==> config.mk <==
export PLATFORM = sky130hd
export DESIGN_NAME = detq_cell
export DESIGN_NICKNAME = d
export VERILOG_FILES = /design/src/rtl/discrete_event_time_queue_macros.svh /design/src/rtl/detq_pkg.sv /design/src/rtl/detq_cell.sv
export SDC_FILE = /design/constraint.sdc
export NUM_CORES = 1
export LEC_CHECK = 0
export BUFFER_PORTS_ARGS = -buffer_cell sky130_fd_sc_hd__buf_4
export CAP_MARGIN = 40
export CORE_MARGIN = 10
export CORE_UTILIZATION = 45
export DETAILED_ROUTE_END_ITERATION = 8
export HOLD_SLACK_MARGIN = 0.08
export PLACE_DENSITY = 0.89
export RECOVER_POWER = 50
export SLEW_MARGIN = 25
export SYNTH_ARGS = -nofsm -noshare
export SYNTH_HDL_FRONTEND = slang
export SYNTH_SLANG_ARGS = --single-unit
==> constraint.sdc <==
create_clock -name clk -period 9.65 [get_ports clk]
set_clock_uncertainty 0.1 [all_clocks]
set_input_delay 1.93 -clock clk [delete_from_list [all_inputs] [get_ports clk]]
set_output_delay 1.93 -clock clk [all_outputs]
set_load 0.01 [all_outputs]
==> src/rtl/discrete_event_time_queue_macros.svh <==
// Assertion macros for the discrete event time queue.
`ifndef DISCRETE_EVENT_TIME_QUEUE_MACROS_SVH
`define DISCRETE_EVENT_TIME_QUEUE_MACROS_SVH

`ifndef SYNTH

// Same-cycle implication, sampled on clk, off during reset.
`define DETQ_ASSERT_IMPLY(label, cond_a, cond_c) \
    label: assert property (@(posedge clk) disable iff (!rst_n) (cond_a) |-> (cond_c)) \
        else $error("assertion failed: cond_a implies cond_c");

// Next-cycle implication, sampled on clk, off during reset.
`define DETQ_ASSERT_NEXT(label, cond_a, cond_c) \
    label: assert property (@(posedge clk) disable iff (!rst_n) (cond_a) |=> (cond_c)) \
        else $error("assertion failed: cond_a then cond_c");

`else

`define DETQ_ASSERT_IMPLY(label, cond_a, cond_c)
`define DETQ_ASSERT_NEXT(label, cond_a, cond_c)

`endif

`endif

==> src/rtl/detq_pkg.sv <==
// Types and constants shared by the event queue modules.
package detq_pkg;

    // Result status codes
    typedef enum logic [2:0] {
        ST_OK       = 3'd0,
        ST_PAST     = 3'd1,
        ST_BEYOND   = 3'd2,
        ST_BAD_TYPE = 3'd3,
        ST_FULL     = 3'd4,
        ST_NONE     = 3'd5,
        ST_END      = 3'd6
    } status_t;

    // Input modes
    localparam logic [1:0] MODE_INSERT = 2'd0;
    localparam logic [1:0] MODE_POP    = 2'd1;
    localparam logic [1:0] MODE_DRAIN  = 2'd2;

    localparam logic [4:0]  MAX_TYPE       = 5'd17;
    localparam logic [63:0] END_TIME_RESET = 64'd600000000;

    // Control state machine
    typedef enum logic {
        S_IDLE,
        S_EXEC
    } state_t;

    // Operation broadcast to every cell of the chain
    typedef enum logic [1:0] {
        CELL_HOLD,
        CELL_INSERT,
        CELL_POP
    } cell_op_t;

    typedef struct packed {
        cell_op_t    op;
        logic [63:0] ins_time;
        logic [4:0]  ins_type;
    } cell_ctl_t;

endpackage

==> src/rtl/detq_cell.sv <==
// One cell of the sorted event chain: holds one event, shifts on insert or pop.
module detq_cell
    import detq_pkg::*;
#(
    parameter int TAG_BITS = 16
)
(
    input  logic                clk,
    input  cell_ctl_t           ctl,
    input  logic [TAG_BITS-1:0] ins_tag,
    input  logic                occ,
    input  logic                left_gt,
    input  logic [63:0]         left_time,
    input  logic [TAG_BITS-1:0] left_tag,
    input  logic [4:0]          left_type,
    input  logic [63:0]         right_time,
    input  logic [TAG_BITS-1:0] right_tag,
    input  logic [4:0]          right_type,
    output logic                gt,
    output logic [63:0]         cur_time,
    output logic [TAG_BITS-1:0] cur_tag,
    output logic [4:0]          cur_type
);

    logic [63:0]         ev_time_reg, ev_time_next;
    logic [TAG_BITS-1:0] ev_tag_reg, ev_tag_next;
    logic [4:0]          ev_type_reg, ev_type_next;

    // Empty cells count as later than any new event; equal times stay put
    assign gt = !occ || (ev_time_reg > ctl.ins_time);

    // Next content: keep, take from the left / the new event, or take from the right
    always_comb
    begin
        ev_time_next = ev_time_reg;
        ev_tag_next  = ev_tag_reg;
        ev_type_next = ev_type_reg;
        case (ctl.op)
            CELL_INSERT:
            begin
                if (gt)
                begin
                    if (left_gt)
                    begin
                        ev_time_next = left_time;
                        ev_tag_next  = left_tag;
                        ev_type_next = left_type;
                    end
                    else
                    begin
                        ev_time_next = ctl.ins_time;
                        ev_tag_next  = ins_tag;
                        ev_type_next = ctl.ins_type;
                    end
                end
            end
            CELL_POP:
            begin
                ev_time_next = right_time;
                ev_tag_next  = right_tag;
                ev_type_next = right_type;
            end
            default:
            begin
            end
        endcase
    end

    // Event payload
    always_ff @(posedge clk)
    begin
        ev_time_reg <= ev_time_next;
        ev_tag_reg  <= ev_tag_next;
        ev_type_reg <= ev_type_next;
    end

    assign cur_time = ev_time_reg;
    assign cur_tag  = ev_tag_reg;
    assign cur_type = ev_type_reg;

endmodule

==> flow_summary_export.csv <==
group,metric,value,unit
clocking,post-cts-setup-buffer-count,0,
clocking,cts_sinks,85,
layout,nets,1262,
layout,fin_cells,1111,
clocking,clock_path_buffers,2,
clocking,clk_pin_slew,0.06,ns
floorplan,core_area,0.0128,sq mm
floorplan,die_w,135,um
route,routed_wl,21.9,mm
worst_hold_path,hold_path.class,"reg2reg",
worst_setup_path,critPathLaunchType,"input port",
pwr,leakagePower,4.10,nW
worst_setup_path,cp_data_arrival_time,7.26,ns
timing,rsz0062_at_grt,"false",
clocking,cts_resized,0,
global_routing,grtUsageMet3,8.20,%
global_routing,grt_pass1_wl,32.4,mm
global_routing,grt_pass1_vias,6234,
global_routing,grt_usage,22.6,%
worst_setup_path,crit_path_end_kind,"flip-flop",
layout,fin_util,67.6,%
floorplan,die_y,135,um
layout,area_growth,44.9,%
global_routing,grt_max_degree,87,
global_routing,grt.overflow.total,0,
timing,maxSlewViolCount,88,
synthesis,ys_seq_area_share,42.8,%
timing,maxSlewHeadroom,-123,%
global_routing,grtUsageMet2,41.2,%
timing,max_freq,139,MHz
synthesis,avgSynthCellArea,9.85,sq um
clocking,cts_tree,"built",
route,drc,0,
place,post-place-cells,1098,
synthesis,syn_inst,605,
layout,drive_gt1_share,30.1,%
timing,hold_viol,0,
timing,period_share,74.5,%
timing,period_minus_slack,7.19,ns
floorplan,die_area,0.0182,sq mm
clocking,h-tree-depth,3,
timing,setup_violations,0,
route,firstDrtPassIters,4,
synthesis,synthesis.nets,929,
global_routing,antenna_found_initial,0,
place,port_buffers,345,
synthesis,ys_ff_latch,85,
layout,diodes,0,
clocking,cts_made_buffers,9,
worst_setup_path,path_max_fanout,45,
clocking,postCtsHoldBufs,0,
worst_setup_path,worstSetupPathType,"in2reg",
place,gp_congestion,0.886,
global_routing,gr-max-usage-layer,"met2",
timing,tns,0,ns
timing,tightest_slew,3.35,ns
floorplan,core.rowCount,41,
place,dp_hpwl,17.9,mm
route,routedWlPerCell,19.7,um
floorplan,start_util,46.6,%
route,drt_iter0_drc,294,
run_status,violations,"max-capacitance violations, max-slew violations",
clocking,clk_latency,0.33,ns
worst_setup_path,crit-reg2reg-launch,"cur_time[39]$_DFFE_PP_",
route,ant_nets,0,
pwr,powerDensity,127,mW/mm^2
flow_run,cap_violations,2,
pwr,irDropWorstVdd,0.101,mV
synthesis,synth_cell_types,35,
floorplan,num_io_pins,346,
run_status,status,"finished, violations left",
route,vias_per_cell,5.21,
worst_hold_path,holdCritStartpoint,"cur_time[48]$_DFFE_PP_",
worst_setup_path,required,9.72,ns
clocking,cts_root_buf,"clkbuf_16",
synthesis,synth_warnings,0,
worst_setup_path,cp-startpoint,"left_gt",
global_routing,grtUsageMet1,23.1,%
route,num_vias,5790,
synthesis,syn-cell-area,0.00596,sq mm
through the flow:
| stage | cell area [sq um] | total power, mW | setup slack [ns] | hold WS (ns) |
|---|---|---|---|---|
| 6_report | 8630 | 1.10 | 2.46 | 1.57 |
| 5_1_grt | 8630 | 1.15 | 2.25 | 1.66 |
| 4_1_cts | 8930 | 1.13 | 3.51 | 1.60 |
| 3_5_place_dp | 8700 | 0.831 | 3.52 | 1.58 |
| 3_3_place_gp | 8700 | 0.819 | 3.49 | 1.57 |
| 2_1_floorplan | 5960 | 0.644 | 1.85 | 2.02 |
placed cells by master (no fill, tap or decap), types with 2 or more instances in the layout:
cell / Yosys / final
clkbuf_1: 21 / 90
nor3_1: 2 / 2
ha_1: 64 / 64
inv_1: 65 / 65
nor4_1: 2 / 2
a221oi_1: 3 / 3
o21ai_0: 3 / 44
buf_4: 0 / 263
clkbuf_16: 0 / 9
nand4_2: 4 / 4
a21oi_1: 26 / 26
mux2i_1: 85 / 85
nand4_1: 9 / 9
edfxtp_1: 85 / 85
o211ai_1: 3 / 3
nand2_1: 102 / 102
a21o_1: 4 / 4
nor2_1: 7 / 7
o21ai_1: 89 / 48
nand3_1: 7 / 7
a211oi_1: 2 / 2
cell type report:
class	instances	area, sq um
Clock buffer	12	236
Fill cell	1073	4140
Inverter	65	244
Multi-Input combinational cell	426	3060
Sequential cell	85	2550
Tap cell	172	215
Timing Repair Buffer	351	2330
power breakdown:
| part | switching, mW | internal, mW |
|---|---|---|
| Combinational | 0.165 | 0.155 |
| Clock | 0.132 | 0.169 |
| Sequential | 0.0188 | 0.458 |
| Total | 0.316 | 0.782 |
flip-flops by register name, summed over array words and instances (netlist names):
register  count
cur_tag      16
cur_type      5
cur_time     64
critical path: stages:
cell and delay, ns:
clkbuf_1 2.32, clkbuf_1 2.29, mux2i_1 0.42, o21ai_1 0.25
worst paths after layout:
check,endpoint,slack [ns],cells after the start
setup reg to reg,cur_time[35]$_DFFE_PP_,6.14,9
hold / removal,cur_time[25]$_DFFE_PP_,1.57,7
setup / recovery,cur_time[13]$_DFFE_PP_,2.46,4
hold reg to reg,cur_time[25]$_DFFE_PP_,1.57,7
synthesized netlist by cell type:
| library cell | n | area share [%] |
|---|---|---|
| nand4_1 | 9 | 0.95 |
| and4_1 | 1 | 0.15 |
| a2111oi_0 | 1 | 0.15 |
| o21ai_0 | 3 | 0.25 |
| o2bb2ai_1 | 1 | 0.15 |
| nor3_1 | 2 | 0.17 |
| nand4_2 | 4 | 0.84 |
| ha_1 | 64 | 13 |
| a21o_1 | 4 | 0.50 |
| nand3_1 | 7 | 0.59 |
| nor2_1 | 7 | 0.44 |
| or4_2 | 1 | 0.15 |
| nor4_2 | 1 | 0.21 |
| buf_1 | 4 | 0.25 |
| a211oi_1 | 2 | 0.25 |
| mux2i_1 | 85 | 14 |
| a21oi_1 | 26 | 2.2 |
| nor4b_1 | 1 | 0.15 |
| a221oi_1 | 3 | 0.44 |
| o21ai_1 | 89 | 7.5 |
| edfxtp_1 | 85 | 43 |
| o31ai_2 | 1 | 0.21 |
| nand2_1 | 102 | 6.4 |
| buf_6 | 1 | 0.19 |
| nor2b_1 | 2 | 0.21 |
| nor4_1 | 2 | 0.21 |
| inv_1 | 65 | 4.1 |
| or2b_2 | 1 | 0.15 |
| nand4_4 | 1 | 0.36 |
| clkbuf_1 | 21 | 1.3 |
| buf_2 | 3 | 0.25 |
| or4_1 | 1 | 0.13 |
| nand2b_1 | 1 | 0.11 |
| o211ai_1 | 3 | 0.38 |
| or3_1 | 1 | 0.11 |
layer usage:
layer | part of all wire [%] | vias to the layer above
li1 | - | 2834
met4 | 2.6 | 0
met3 | 9.0 | 36
met5 | 0 | -
met2 | 52 | 252
met1 | 36 | 2668
kinds of logic after synthesis:
logic type / synth area share [%]
compound gates: 12.0
simple gates: 11.3
fa+ha+maj: 13.4
mux: 14.3
flops: 42.8
buf+inv: 6.11
No activity file was read; power rests on OpenSTA's default activity.
